==> src/hdl/lpht_pkg.sv <==
// Shared types, codes and the control program of the linear probe hash table.
`default_nettype none

package lpht_pkg;

  localparam int TABLE_SIZE_DEF = 16;
  localparam int KEY_W          = 31;
  localparam int DIV_W          = 5;
  localparam int SLOT_W         = 4;
  localparam int REQ_W          = 2;

  localparam logic [DIV_W-1:0] DIVISOR_RST = 5'd11;
  localparam logic [DIV_W-1:0] DIV_LAST    = 5'(KEY_W - 1);

  typedef logic [REQ_W-1:0] req_t;
  localparam req_t RQ_INSERT = 2'd0;
  localparam req_t RQ_REMOVE = 2'd1;
  localparam req_t RQ_LOOKUP = 2'd2;

  typedef logic [1:0] status_t;
  localparam status_t ST_EMPTY   = 2'd0;
  localparam status_t ST_LIVE    = 2'd1;
  localparam status_t ST_DELETED = 2'd2;

  typedef logic [2:0] step_t;
  localparam step_t S_CLR   = 3'd0;
  localparam step_t S_IDLE  = 3'd1;
  localparam step_t S_DISP  = 3'd2;
  localparam step_t S_DIV   = 3'd3;
  localparam step_t S_WRAP  = 3'd4;
  localparam step_t S_READ  = 3'd5;
  localparam step_t S_CHECK = 3'd6;
  localparam step_t S_ACT   = 3'd7;

  typedef enum logic [2:0] {
    OP_NONE,
    OP_CLEAR,
    OP_LOAD,
    OP_DIV,
    OP_WRAP,
    OP_READ,
    OP_CHECK,
    OP_ACT
  } op_t;

  typedef enum logic [2:0] {
    C_ALWAYS,
    C_CLR_MORE,
    C_ACCEPT,
    C_BAD_REQ,
    C_DIV_MORE,
    C_WRAP_MORE,
    C_PROBE_MORE,
    C_OUT_BUSY
  } cond_t;

  typedef struct packed {
    op_t   op;
    cond_t cond;
    step_t tgt_t;
    step_t tgt_f;
  } uword_t;

  // Control store: one word per step, branch to tgt_t when cond holds.
  function automatic uword_t ucode(input step_t step);
    uword_t w;
    case (step)
      S_CLR:   w = '{OP_CLEAR, C_CLR_MORE,   S_CLR,   S_IDLE};
      S_IDLE:  w = '{OP_LOAD,  C_ACCEPT,     S_DISP,  S_IDLE};
      S_DISP:  w = '{OP_NONE,  C_BAD_REQ,    S_ACT,   S_DIV};
      S_DIV:   w = '{OP_DIV,   C_DIV_MORE,   S_DIV,   S_WRAP};
      S_WRAP:  w = '{OP_WRAP,  C_WRAP_MORE,  S_WRAP,  S_READ};
      S_READ:  w = '{OP_READ,  C_ALWAYS,     S_CHECK, S_CHECK};
      S_CHECK: w = '{OP_CHECK, C_PROBE_MORE, S_READ,  S_ACT};
      S_ACT:   w = '{OP_ACT,   C_OUT_BUSY,   S_ACT,   S_IDLE};
      default: w = '{OP_NONE,  C_ALWAYS,     S_IDLE,  S_IDLE};
    endcase
    return w;
  endfunction

endpackage

`default_nettype wire

==> src/hdl/linear_probe_hash_table.sv <==
// Linear probe hash table: microcoded sequencer, key and status stores, result register.
// Sequence: accept, dispatch, bit-serial remainder steps over the key, wrap steps that
//   subtract TABLE_SIZE while the remainder is at least TABLE_SIZE, a read and a check per
//   probed slot (1 to TABLE_SIZE slots), then the action step; an unknown type skips to it.
// One request at a time: no new request is taken until the action step is done; a stalled result holds it.
// Reset: synchronous, active low; divisor to 11, then the status store is cleared slot by slot with stall.
`default_nettype none

module linear_probe_hash_table #(
  parameter int TABLE_SIZE = lpht_pkg::TABLE_SIZE_DEF
) (
  input  wire                          clk,
  input  wire                          rst_n,
  // configuration: divisor register
  input  wire                          cfg_we,
  input  wire  [lpht_pkg::DIV_W-1:0]   cfg_wdata,
  // request channel
  input  wire                          in_valid,
  output logic                         in_stall,
  input  wire  [lpht_pkg::REQ_W-1:0]   in_req_type,
  input  wire  [lpht_pkg::KEY_W-1:0]   in_key,
  // result channel
  output logic                         out_valid,
  input  wire                          out_stall,
  output logic                         out_ok,
  output logic [lpht_pkg::SLOT_W-1:0]  out_slot
);
  import lpht_pkg::*;

  localparam int IDX_W = $clog2(TABLE_SIZE);
  // compare width wide enough for both the 5-bit remainder and TABLE_SIZE
  localparam int CW    = (IDX_W + 1 > DIV_W + 1) ? IDX_W + 1 : DIV_W + 1;

  typedef logic [IDX_W-1:0] idx_t;

  // slot stores
  logic [KEY_W-1:0] key_mem [TABLE_SIZE];
  status_t          st_mem  [TABLE_SIZE];

  // sequencer and datapath registers
  step_t            upc_r,      upc_nxt;
  logic [DIV_W-1:0] divisor_r,  divisor_nxt;
  idx_t             clr_cnt_r,  clr_cnt_nxt;
  req_t             req_r,      req_nxt;
  logic [KEY_W-1:0] key_r,      key_nxt;
  logic [KEY_W-1:0] div_sh_r,   div_sh_nxt;
  logic [DIV_W-1:0] d_r,        d_nxt;
  logic [DIV_W-1:0] rem_r,      rem_nxt;
  logic [DIV_W-1:0] cnt_r,      cnt_nxt;
  idx_t             idx_r,      idx_nxt;
  idx_t             home_r,     home_nxt;
  idx_t             pos_r,      pos_nxt;
  logic             first_r,    first_nxt;
  logic             found_r,    found_nxt;
  status_t          home_st_r,  home_st_nxt;
  status_t          stop_st_r,  stop_st_nxt;
  logic             out_valid_r, out_valid_nxt;
  logic             out_ok_r,   out_ok_nxt;
  logic [SLOT_W-1:0] out_slot_r, out_slot_nxt;

  // registered read data of the slot stores
  logic [KEY_W-1:0] rd_key_r;
  status_t          rd_st_r;

  // store write port
  logic             st_we;
  idx_t             st_wa;
  status_t          st_wd;
  logic             key_we;
  logic             rd_en;

  uword_t           uw;
  logic             cond_true;
  logic             in_accept;
  logic             out_busy;
  logic [DIV_W:0]   div_trial;
  logic [CW-1:0]    rem_ext;
  logic             wrap_more;
  logic             hit;
  logic             empty;
  idx_t             idx_inc;
  logic             probe_more;

  assign uw        = ucode(upc_r);
  assign in_stall  = (upc_r != S_IDLE);
  assign in_accept = in_valid && (upc_r == S_IDLE);
  assign out_busy  = out_valid_r && out_stall;

  // shift in the next key bit over the partial remainder
  assign div_trial = {rem_r, div_sh_r[KEY_W-1]};
  assign rem_ext   = CW'(rem_r);
  assign wrap_more = (rem_ext >= CW'(TABLE_SIZE));

  // probe decision on the slot just read
  assign hit        = (rd_st_r == ST_LIVE) && (rd_key_r == key_r);
  assign empty      = (rd_st_r == ST_EMPTY);
  assign idx_inc    = (idx_r == IDX_W'(TABLE_SIZE - 1)) ? '0 : idx_r + 1'b1;
  assign probe_more = !hit && !empty && (idx_inc != home_r);

  always_comb begin
    upc_nxt       = upc_r;
    divisor_nxt   = divisor_r;
    clr_cnt_nxt   = clr_cnt_r;
    req_nxt       = req_r;
    key_nxt       = key_r;
    div_sh_nxt    = div_sh_r;
    d_nxt         = d_r;
    rem_nxt       = rem_r;
    cnt_nxt       = cnt_r;
    idx_nxt       = idx_r;
    home_nxt      = home_r;
    pos_nxt       = pos_r;
    first_nxt     = first_r;
    found_nxt     = found_r;
    home_st_nxt   = home_st_r;
    stop_st_nxt   = stop_st_r;
    out_valid_nxt = out_valid_r;
    out_ok_nxt    = out_ok_r;
    out_slot_nxt  = out_slot_r;
    st_we         = 1'b0;
    st_wa         = clr_cnt_r;
    st_wd         = ST_EMPTY;
    key_we        = 1'b0;
    rd_en         = 1'b0;
    cond_true     = 1'b0;

    if (cfg_we) begin
      divisor_nxt = cfg_wdata;
    end

    // drop the result once the consumer takes it
    if (out_valid_r && !out_stall) begin
      out_valid_nxt = 1'b0;
    end

    case (uw.op)
      OP_CLEAR: begin
        st_we       = 1'b1;
        clr_cnt_nxt = clr_cnt_r + 1'b1;
      end
      OP_LOAD: begin
        if (in_accept) begin
          req_nxt     = in_req_type;
          key_nxt     = in_key;
          div_sh_nxt  = in_key;
          d_nxt       = (divisor_r == '0) ? DIV_W'(1) : divisor_r;
          rem_nxt     = '0;
          cnt_nxt     = '0;
          pos_nxt     = '0;
          found_nxt   = 1'b0;
          stop_st_nxt = ST_EMPTY;
        end
      end
      OP_DIV: begin
        if (div_trial >= {1'b0, d_r}) begin
          rem_nxt = DIV_W'(div_trial - {1'b0, d_r});
        end else begin
          rem_nxt = div_trial[DIV_W-1:0];
        end
        div_sh_nxt = {div_sh_r[KEY_W-2:0], 1'b0};
        cnt_nxt    = cnt_r + 1'b1;
      end
      OP_WRAP: begin
        if (wrap_more) begin
          rem_nxt = DIV_W'(rem_ext - CW'(TABLE_SIZE));
        end else begin
          idx_nxt   = IDX_W'(rem_r);
          home_nxt  = IDX_W'(rem_r);
          first_nxt = 1'b1;
        end
      end
      OP_READ: begin
        rd_en = 1'b1;
      end
      OP_CHECK: begin
        first_nxt = 1'b0;
        if (first_r) begin
          home_st_nxt = rd_st_r;
        end
        if (hit || empty) begin
          pos_nxt     = idx_r;
          found_nxt   = hit;
          stop_st_nxt = rd_st_r;
        end else if (idx_inc == home_r) begin
          // full lap: stop at home
          pos_nxt     = home_r;
          found_nxt   = 1'b0;
          stop_st_nxt = first_r ? rd_st_r : home_st_r;
        end else begin
          idx_nxt = idx_inc;
        end
      end
      OP_ACT: begin
        if (!out_busy) begin
          out_valid_nxt = 1'b1;
          out_slot_nxt  = SLOT_W'(pos_r);
          out_ok_nxt    = 1'b0;
          st_wa         = pos_r;
          case (req_r)
            RQ_INSERT: begin
              if (!found_r && (stop_st_r != ST_LIVE)) begin
                out_ok_nxt = 1'b1;
                key_we     = 1'b1;
                st_we      = 1'b1;
                st_wd      = ST_LIVE;
              end
            end
            RQ_REMOVE: begin
              if (found_r) begin
                out_ok_nxt = 1'b1;
                st_we      = 1'b1;
                st_wd      = ST_DELETED;
              end
            end
            RQ_LOOKUP: begin
              out_ok_nxt = found_r;
            end
            default: begin
              out_ok_nxt = 1'b0;
            end
          endcase
        end
      end
      default: begin
      end
    endcase

    case (uw.cond)
      C_ALWAYS:     cond_true = 1'b1;
      C_CLR_MORE:   cond_true = (clr_cnt_r != IDX_W'(TABLE_SIZE - 1));
      C_ACCEPT:     cond_true = in_accept;
      C_BAD_REQ:    cond_true = (req_r != RQ_INSERT) && (req_r != RQ_REMOVE) &&
                                (req_r != RQ_LOOKUP);
      C_DIV_MORE:   cond_true = (cnt_r != DIV_LAST);
      C_WRAP_MORE:  cond_true = wrap_more;
      C_PROBE_MORE: cond_true = probe_more;
      C_OUT_BUSY:   cond_true = out_busy;
      default:      cond_true = 1'b0;
    endcase

    upc_nxt = cond_true ? uw.tgt_t : uw.tgt_f;
  end

  // slot stores: one write port, one registered read port
  always_ff @(posedge clk) begin
    if (st_we) begin
      st_mem[st_wa] <= st_wd;
    end
    if (key_we) begin
      key_mem[pos_r] <= key_r;
    end
    if (rd_en) begin
      rd_st_r  <= st_mem[idx_r];
      rd_key_r <= key_mem[idx_r];
    end
  end

  always_ff @(posedge clk) begin
    if (!rst_n) begin
      upc_r       <= S_CLR;
      divisor_r   <= DIVISOR_RST;
      clr_cnt_r   <= '0;
      out_valid_r <= 1'b0;
      first_r     <= 1'b0;
    end else begin
      upc_r       <= upc_nxt;
      divisor_r   <= divisor_nxt;
      clr_cnt_r   <= clr_cnt_nxt;
      out_valid_r <= out_valid_nxt;
      first_r     <= first_nxt;
    end
    req_r      <= req_nxt;
    key_r      <= key_nxt;
    div_sh_r   <= div_sh_nxt;
    d_r        <= d_nxt;
    rem_r      <= rem_nxt;
    cnt_r      <= cnt_nxt;
    idx_r      <= idx_nxt;
    home_r     <= home_nxt;
    pos_r      <= pos_nxt;
    found_r    <= found_nxt;
    home_st_r  <= home_st_nxt;
    stop_st_r  <= stop_st_nxt;
    out_ok_r   <= out_ok_nxt;
    out_slot_r <= out_slot_nxt;
  end

  assign out_valid = out_valid_r;
  assign out_ok    = out_ok_r;
  assign out_slot  = out_slot_r;

  // the divisor in use is never zero
  a_div_nonzero: assert property (@(posedge clk) disable iff (!rst_n)
    (upc_r == S_DIV) |-> (d_r != '0))
    else $error("zero divisor in remainder loop");

  // partial remainder stays below the divisor
  a_rem_range: assert property (@(posedge clk) disable iff (!rst_n)
    (upc_r == S_DIV) |-> (rem_r < d_r))
    else $error("partial remainder out of range");

  // home slot lies inside the table once probing starts
  a_home_range: assert property (@(posedge clk) disable iff (!rst_n)
    (upc_r == S_READ) |-> (CW'(home_r) < CW'(TABLE_SIZE)))
    else $error("home slot beyond table");

  // a result appears only from the action step
  a_out_src: assert property (@(posedge clk) disable iff (!rst_n)
    $rose(out_valid_r) |-> $past(upc_r == S_ACT))
    else $error("result raised outside action step");

endmodule

`default_nettype wire
==> config.mk <==
export PLATFORM = sky130hd
export DESIGN_NAME = linear_probe_hash_table
export DESIGN_NICKNAME = d
export VERILOG_FILES = /design/src/hdl/lpht_pkg.sv /design/src/hdl/linear_probe_hash_table.sv
export SDC_FILE = /design/constraint.sdc
export NUM_CORES = 1
export LEC_CHECK = 0
export BUFFER_PORTS_ARGS = -buffer_cell sky130_fd_sc_hd__buf_4
export CORE_ASPECT_RATIO = 0.5
export CORE_MARGIN = 8
export CORE_UTILIZATION = 45
export CTS_CLUSTER_DIAMETER = 100
export DETAILED_ROUTE_END_ITERATION = 8
export PLACE_DENSITY = 0.57
export REMOVE_ABC_BUFFERS = 1
export SLEW_MARGIN = 15
export SYNTH_ARGS = -nofsm -noshare
export SYNTH_HDL_FRONTEND = slang
export SYNTH_SLANG_ARGS = --single-unit
==> constraint.sdc <==
create_clock -name clk -period 10.4 [get_ports clk]
set_clock_uncertainty 0.1 [all_clocks]
set_input_delay 2.08 -clock clk [delete_from_list [all_inputs] [get_ports clk]]
set_output_delay 2.08 -clock clk [all_outputs]
set_load 0.01 [all_outputs]
==> results.cfg, run 1 <==
[synth]
post-synth-top-count-cell = edfxtp_1
synth-edff-count = 662
synth-seq-cells = 688
postSynthCellCount = 1250
yosys_warnings = 0
async_flop_share_pct = 0
synth_common_cells = 662 x edfxtp_1, 165 x mux4_2, 57 x nor2_1
synthDistinctLibCells = 51
synth_area_per_cell_um2 = 21.4
syn_area_um2 = 26800
synth_ff_type = edfxtp_1
yosysTopAreaCell = edfxtp_1
synth_area_leaders = edfxtp_1 74%, mux4_2 14%, dfxtp_1 1.9%
ys_seq_area_share_pct = 76.2
synth_top_area_share_pct = 74.2

[power]
p_per_area_nw_per_um2 = 197
irDropWorstVdd_v = 0.000143
p_leak_nw = 9.80

[worst_setup_path]
rrSetupSlack_ps = 5940
arrival_ps = 4720
start_kind = flop
reg2reg_depth = 5
worstReg2RegStart = idx_r[0]
critPathRequiredTime_ps = 10660
crit_fanout = 52
crit_type = reg -> reg
timing.rr.end = rd_key_r[26]
critical_path.endpoint_type = flop

[timing]
max-slew-margin-rel_pct = 21.7
drv_slew = 0
fmax_ghz = 0.224
fin_crit_sh_pct = 42.9
fin_crit_ps = 4460
worst_pin_slew_ps = 1170
setup_violations = 0
hold-worst-slack_ps = 375
grt_setup_unrepaired = false
tns_ps = 0
hold_violations = 0

[hold_path]
min_to = d_r[3]
min_delay_path_depth = 0
hp-class = reg -> reg
hold_start = divisor_r[3]

[routing]
postRouteAntennaNets = 0
dr_wl_met3_um = 3420
drt_iter0_drc = 1077
wl_met2_um = 27500
post_drt_via_cell_ratio = 5.70
wl_met1_um = 25500
vias = 12400
drt-total-wl_um = 57300
routed.top_layer = met4
drc = 0
dr.pass1.iters = 5
routedWlPerCell_um = 26.3

[cells_and_area]
finalNonFillerCells = 2176
diodes = 0
fin_nets = 1406
drive_above_1_share_pct = 29.7
area_growth_pct = 13.6
n_fill_cell = 4579
multi_input_area_um2 = 6200
ff_latch_area_um2 = 20400

[floorplanning]
start_util_pct = 45.4
die_h_um = 188
core_area_um2 = 59000
io_pins = 50
rows = 63
die_w_um = 361
dieArea_um2 = 68000

[grt]
overflow = 0
grt_start_max_net_pins = 70
grt_use_total_pct = 16.8
grt_pass1_vias = 13200
antenna_found_initial = 1
grt_pass1_wl_um = 86000

[placed_design]
io_buffers = 49
dpl.hpwl_um = 32800
dp_cells = 2058
place_congestion = 0.748

[clock_network]
root_buffer = clkbuf_16
cts-resized-gates = 0
postCtsSetupRepairBufs = 0
htreeDepth = 2
clk_pin_slew_ps = 70
cts_tree = yes
numCtsBuffers = 61
clockBufferDepth = 3
insertion_delay_ps = 630
cts_hold_buf = 0
clock-sinks = 688

[flow_run]
cap_violations = 0

[run_status]
status = completed
## layer usage
layer  vias to the layer above  track usage [%]
met3                        84             2.94
met1                      6640             24.2
met2                       361             27.2
met5                         -                0
met4                         0             3.50
li1                       5320                -
## kinds of logic (layout without fill, tap and decap cells)
group	Yosys count	after routing	synth area share (%)
flip-flops	688	688	76.2
multiplexers	223	223	16.3
AND/OR/NAND/NOR	157	157	2.91
buffers and inverters	74	220	1.14
AO/OA/AOI/OAI	46	46	1.13
XOR/XNOR	43	43	1.43
adder cells (fa/ha/maj)	19	19	0.916
## flip-flops by register name, summed over array words and instances, names as in the netlist, 5 cells and up
| signal | flops |
|---|---|
| uw | 12 |
| div_sh_r | 31 |
| rem_r | 5 |
| divisor_r | 5 |
| rd_key_r | 31 |
| d_r | 5 |
| cnt_r | 5 |
| key_mem | 496 |
| key_r | 31 |
| st_mem | 32 |
## cell usage in the layout (no fill, tap or decap), types with 10 or more instances in the layout
cell and count:
edfxtp_1 662, mux4_2 165, buf_4 84, clkbuf_16 62
nor2_1 44, xor2_1 38, mux2_2 37, nand2_1 28
dfxtp_1 26, mux2i_1 19, clkinv_2 19, ha_1 18
inv_1 17, clkinv_1 15, a21oi_1 13, nor2_4 13
o21ai_0 11, bufinv_16 10
## where the power goes
part	total (mW)	internal (mW)	switching [mW]
Sequential	3.20	3.13	0.0663
Combinational	0.433	0.186	0.247
Clock	2.35	1.34	1.01
Total	5.98	4.65	1.33
## worst max-delay path by stage
stage / end / from / slack (ps) / cells after the start
2_1_floorplan: uw[1] / idx_r[0] / 2300 / 10
3_5_place_dp: key_mem[4][9] / out_stall / 5520 / 7
4_1_cts: rd_key_r[26] / idx_r[0] / 5770 / 5
5_1_grt: rd_key_r[26] / idx_r[0] / 5530 / 5
3_3_place_gp: key_mem[4][9] / out_stall / 5640 / 7
6_report: rd_key_r[26] / idx_r[0] / 5940 / 5
## metrics by stage
stage	util, %	instance area [um2]	worst slack (ps)	total power [mW]
2_1_floorplan	-	26500	2300	3.55
3_5_place_dp	47.9	28300	5520	3.69
6_report	51.5	30400	5940	5.98
5_1_grt	51.5	30400	5530	6.19
4_1_cts	51.4	30400	5770	6.04
3_3_place_gp	47.9	28300	5640	3.67
## worst max-delay path, stage by stage (launching register included)
cell      delay, ps
edfxtp_1        350
buf_4           820
buf_4           920
buf_4           780
mux4_2          620
mux4_2          480
## layout make-up
| type | count | area share (%) |
|---|---|---|
| tap | 780 | 3.21 |
| sequential | 688 | 67.0 |
| multi-input combinational | 488 | 20.4 |
| timing repair buffer | 87 | 2.32 |
| clock buffer | 66 | 5.15 |
| inverter | 18 | 0.222 |
| clock inverter | 49 | 1.69 |
(Power assumes the default switching activity.)
==> run 2, diff against run 1 <==
Settings changed: ABC_AREA set to 1.
Clock period 10.4 ns to 4.18 ns, I/O delays scaled along.
==> results.cfg, run 2 <==
[worst_setup_path]
crit_type = reg -> reg
path_cells = inv_1 > nand2_1 > nand2_1 > inv_1 > nand2_1 > nor2_1 > nand2_1 > nor2_1 > nand2_1 > nand3_4 > a21oi_1 > nor2_1 > inv_1 > ha_1 > inv_1 > nand2_1 > nand2_1
crit_buf_inv = 4
cp_common_cell = nand2_1
crit_slowest_cell = edfxtp_1
worstReg2RegStart = key_r[14]
critical_path.endpoint_type = flop
arrival_ps = 3600
critPathMaxStageDelay_ps = 730
crit_start = key_r[14]
start_kind = flop
crit_family = simple AND/OR/NAND/NOR gates
crit_fanout = 18
critPathRequiredTime_ps = 4590

[clock_network]
htreeDepth = 2
cts-resized-gates = 0
clk_pin_slew_ps = 70
cts_hold_buf = 0
clock-sinks = 688
numCtsBuffers = 60
clockBufferDepth = 3
insertion_delay_ps = 610
root_buffer = clkbuf_16
postCtsSetupRepairBufs = 0
cts_tree = yes

[cells_and_area]
drive_above_1_share_pct = 9.94
n_fill_cell = 5230
finalNonFillerCells = 3008
fin_nets = 2197
final_common_cell = edfxtp_1
final_cell_mix = 662 x edfxtp_1, 312 x nand2_1, 248 x nor2_1, 160 x o21ai_0, 127 x inv_1
largest_reg_flops = 496
finish.utilization_pct = 51.0
top_register = key_mem
area_growth_pct = 12.2
diodes = 0
reg_top3 = key_mem: 496 flops, st_mem: 32 flops

[power]
p_per_area_nw_per_um2 = 503
irDropWorstVdd_v = 0.000369
p_leak_nw = 11.0

[timing]
fmax_ghz = 0.314
grt_setup_unrepaired = false
fin_crit_ps = 3190
hold_violations = 0
hold-worst-slack_ps = 301
fin_ws_ps = 995
drv_slew = 0
max-slew-margin-rel_pct = 26.6
setup_violations = 0
worst_pin_slew_ps = 1100
fin_crit_sh_pct = 76.2
tns_ps = 0

[synth]
synth_ff_type = edfxtp_1
synthDistinctLibCells = 40
async_flop_share_pct = 0
postSynthCellCount = 2082
synth_top_area_share_pct = 71.7
synth_common_cells = 662 x edfxtp_1, 313 x nand2_1, 264 x nor2_1
synth_area_per_cell_um2 = 13.3
synth_area_leaders = edfxtp_1 72%, nand2_1 4.2%, mux2i_1 3.8%
synth-seq-cells = 688
synth-edff-count = 662
syn_area_um2 = 27700
ys_seq_area_share_pct = 73.6
post-synth-top-count-cell = edfxtp_1
yosysTopAreaCell = edfxtp_1
yosys_warnings = 0

[routing]
routedWlPerCell_um = 22.0
drt-total-wl_um = 66300
dr.pass1.iters = 5
post_drt_via_cell_ratio = 5.49
vias = 16500
drc = 0
postRouteAntennaNets = 0
drt_iter0_drc = 1459

[placed_design]
io_buffers = 49
dpl.hpwl_um = 36100
dp_cells = 2898
place_congestion = 0.781
pre_cts_ws_ps = 965

[grt]
grt_pass1_wl_um = 99400
grt_pass1_vias = 16000
grt_use_total_pct = 18.4
overflow = 0
antenna_found_initial = 0
grt_start_max_net_pins = 242

[floorplanning]
dieArea_um2 = 70300
rows = 64
die_h_um = 192
start_util_pct = 45.4
die_w_um = 367
core_area_um2 = 61000
io_pins = 50

[flow_run]
cap_violations = 0

[hold_path]
hp-class = in -> reg
hold_start = in_req_type[1]

[run_status]
status = completed
[run 2: cell count changes after synthesis, sizes merged, moves of 24 or more]
cell / change
inv: +114
nor2: +209
nand3: +58
mux2i: +85
o221ai: +105
o211ai: +24
o21ai: +149
xor2: -35
mux2: -38
clkbuf: +51
nand2: +284
mux4: -165
[run 2: path summary, 6_finish.rpt]
path         slack (ps)  endpoint  depth (start not counted)
max                 990     uw[9]                         17
min                 300  req_r[1]                          1
min reg2reg         370    d_r[3]                          0
max reg2reg         990     uw[9]                         17
[run 2: layout make-up]
type	count	area [um2]	area share (%)
clock buffer	72	1570	5.04
tap	825	1030	3.32
timing repair buffer	102	828	2.66
clock inverter	38	280	0.901
multi-input combinational	1149	6500	20.9
inverter	134	510	1.64
sequential	688	20400	65.6
[run 2: cells by family after synthesis]
group | count (synthesis) | share of synthesized area, %
buf+inv | 245 | 3.46
mux | 105 | 3.79
compound gates | 347 | 8.35
flops | 688 | 73.6
xor+xnor | 10 | 0.316
fa+ha+maj | 19 | 0.884
simple gates | 668 | 9.63
[run 2: layer usage]
metal	share of wire (%)	up-vias	track usage, %
met5	0	-	0
met4	1.7	0	3.66
met3	5.7	83	2.95
met2	44	427	28.7
met1	48	8280	27.5
li1	-	7723	-
[run 2: where the power goes]
group,internal [mW],switching [mW]
sequential,7.88,0.173
clock,2.91,2.45
combinational,0.685,1.55
total,11.5,4.17
[run 2: metrics by stage]
stage	power, mW	cell area [um2]
4_1_cts	15.8	31100
6_report	15.6	31100
5_1_grt	16.3	31100
3_3_place_gp	10.4	29300
2_1_floorplan	9.74	27300
3_5_place_dp	10.4	29300
==> run 3, diff against run 2 <==
Clock period 4.18 ns to 3.01 ns, I/O delays scaled along.
==> results.cfg, run 3 (same netlist as run 2, synthesis figures left out) <==
[run_status]
status = completed

[worst_setup_path]
crit_family = simple AND/OR/NAND/NOR gates
reg2reg_depth = 7
timing.rr.end = key_mem[3][20]
endpoint = key_mem[3][20]
critPathMaxStageDelay_ps = 450
start_kind = flop
crit_start = uw[10]
crit_type = reg -> reg
path_cells = inv_1 > nor3_1 > nand2_1 > inv_1 > nand4_1 > nor2_4 > buf_12
cp_common_cell = inv_1
arrival_ps = 2930
critPathRequiredTime_ps = 3210
rrSetupSlack_ps = 270
crit_slowest_cell = nand4_1
critical_path.endpoint_type = flop
crit_cells = 7
crit_buf_inv = 3
worstReg2RegStart = uw[10]
crit_fanout = 31

[clock_network]
root_buffer = clkbuf_16
postCtsSetupRepairBufs = 0
htreeDepth = 2
cts_hold_buf = 0
cts_tree = yes
clockBufferDepth = 3
cts-resized-gates = 0
numCtsBuffers = 61
clock-sinks = 688
clk_pin_slew_ps = 70
insertion_delay_ps = 620

[timing]
fin_crit_sh_pct = 90.9
hold_violations = 0
tns_ps = 0
drv_slew = 0
hold-worst-slack_ps = 67.2
fin_ws_ps = 274
fin_crit_ps = 2740
grt_setup_unrepaired = false
setup_violations = 0
max-slew-margin-rel_pct = 44.7
worst_pin_slew_ps = 830
fmax_ghz = 0.366

[power]
seqPwrFrac_pct = 51.1
finalPower_mw = 21.9
p_leak_nw = 11.2
irDropWorstVdd_v = 0.000430
p_sw_mw = 5.83
p_per_area_nw_per_um2 = 691
p_int_mw = 16.0
swShare_pct = 26.7
pwr-share-comb_pct = 14.5
p_clk_share_pct = 34.5

[routing]
routedWlPerCell_um = 22.3
vias = 16600
drc = 0
postRouteAntennaNets = 0
post_drt_via_cell_ratio = 5.48
drt-total-wl_um = 67700
drt_iter0_drc = 1835
dr.pass1.iters = 7

[grt]
grt_use_total_pct = 18.9
antenna_found_initial = 0
overflow = 0
grt_start_max_net_pins = 127
grt_pass1_wl_um = 101000
grt_pass1_vias = 15800

[hold_path]
hp-class = in -> reg
min_delay_path_depth = 1

[floorplanning]
die_h_um = 192
rows = 64
dieArea_um2 = 70300
core_area_um2 = 61000
die_w_um = 367
start_util_pct = 45.4
io_pins = 50

[cells_and_area]
fin_nets = 2225
final_common_cell = edfxtp_1
diodes = 0
drive_above_1_share_pct = 11.0
final_cell_mix = 662 x edfxtp_1, 312 x nand2_1, 248 x nor2_1, 160 x o21ai_0, 127 x inv_1
final_area_um2 = 31600
top_register = key_mem
largest_reg_flops = 496
area_growth_pct = 14.0
reg_top3 = key_mem: 496 flops, st_mem: 32 flops

[placed_design]
place_congestion = 0.788
pre_cts_ws_ps = 232
io_buffers = 49
dpl-instance-area_um2 = 29700
dpl.hpwl_um = 36500

[flow_run]
cap_violations = 0
run 3: cell types whose count changed in the layout (fill, tap and decap cells not counted), sizes merged:
cell      change
buf          +27
clkinv        +6
clkinvlp      -2
clkbuf        -1
inv           -1
run 3: area by class of cell:
| cell class | instances | area (um2) |
|---|---|---|
| repair buffers | 129 | 1280 |
| multi-input cells | 1149 | 6500 |
| clock inverters | 41 | 307 |
| well taps | 825 | 1030 |
| fillers | 5181 | 29400 |
| clock buffers | 71 | 1590 |
| flip-flops and latches | 688 | 20400 |
| inverters | 134 | 510 |
run 3: worst min-delay path by stage:
stage	from	to
2_1_floorplan	divisor_r[2]	d_r[2]
3_3_place_gp	divisor_r[3]	d_r[3]
3_5_place_dp	divisor_r[4]	d_r[4]
4_1_cts	in_req_type[0]	req_r[0]
5_1_grt	in_key[29]	key_r[29]
6_report	in_req_type[0]	req_r[0]
run 3: stage by stage:
stage,util [%],std cells
2_1_floorplan,-,1971
3_3_place_gp,48.7,2925
3_5_place_dp,48.7,2925
4_1_cts,51.8,3037
5_1_grt,51.8,3037
6_report,51.8,3037
run 3: layer usage:
layer  routed length, um  share of wire, %  track usage (%)  up-vias
met5                   0                 0                0        -
met4                1020               1.5             3.53        0
met3                4670               6.9             3.26       79
met2               30400                45             29.2      531
met1               31700                47             28.2     8256
li1                    -                 -                -     7773
run 3: worst reg2reg max path, cell delays in order (launching register included):
cell and delay (ps):
dfxtp_1 400, inv_1 130, nor3_1 250, nand2_1 240, inv_1 280, nand4_1 450
nor2_4 250, buf_12 300
run 3: power groups by stage:
stage	clock (mW)	sequential, mW	combinational, mW
after global placement	0	11.4	3.14
after global routing	8.06	11.2	3.53
after floorplan	0	11.5	1.98
after detailed placement	0	11.4	3.17
after CTS	7.68	11.2	3.18
final	7.54	11.2	3.16
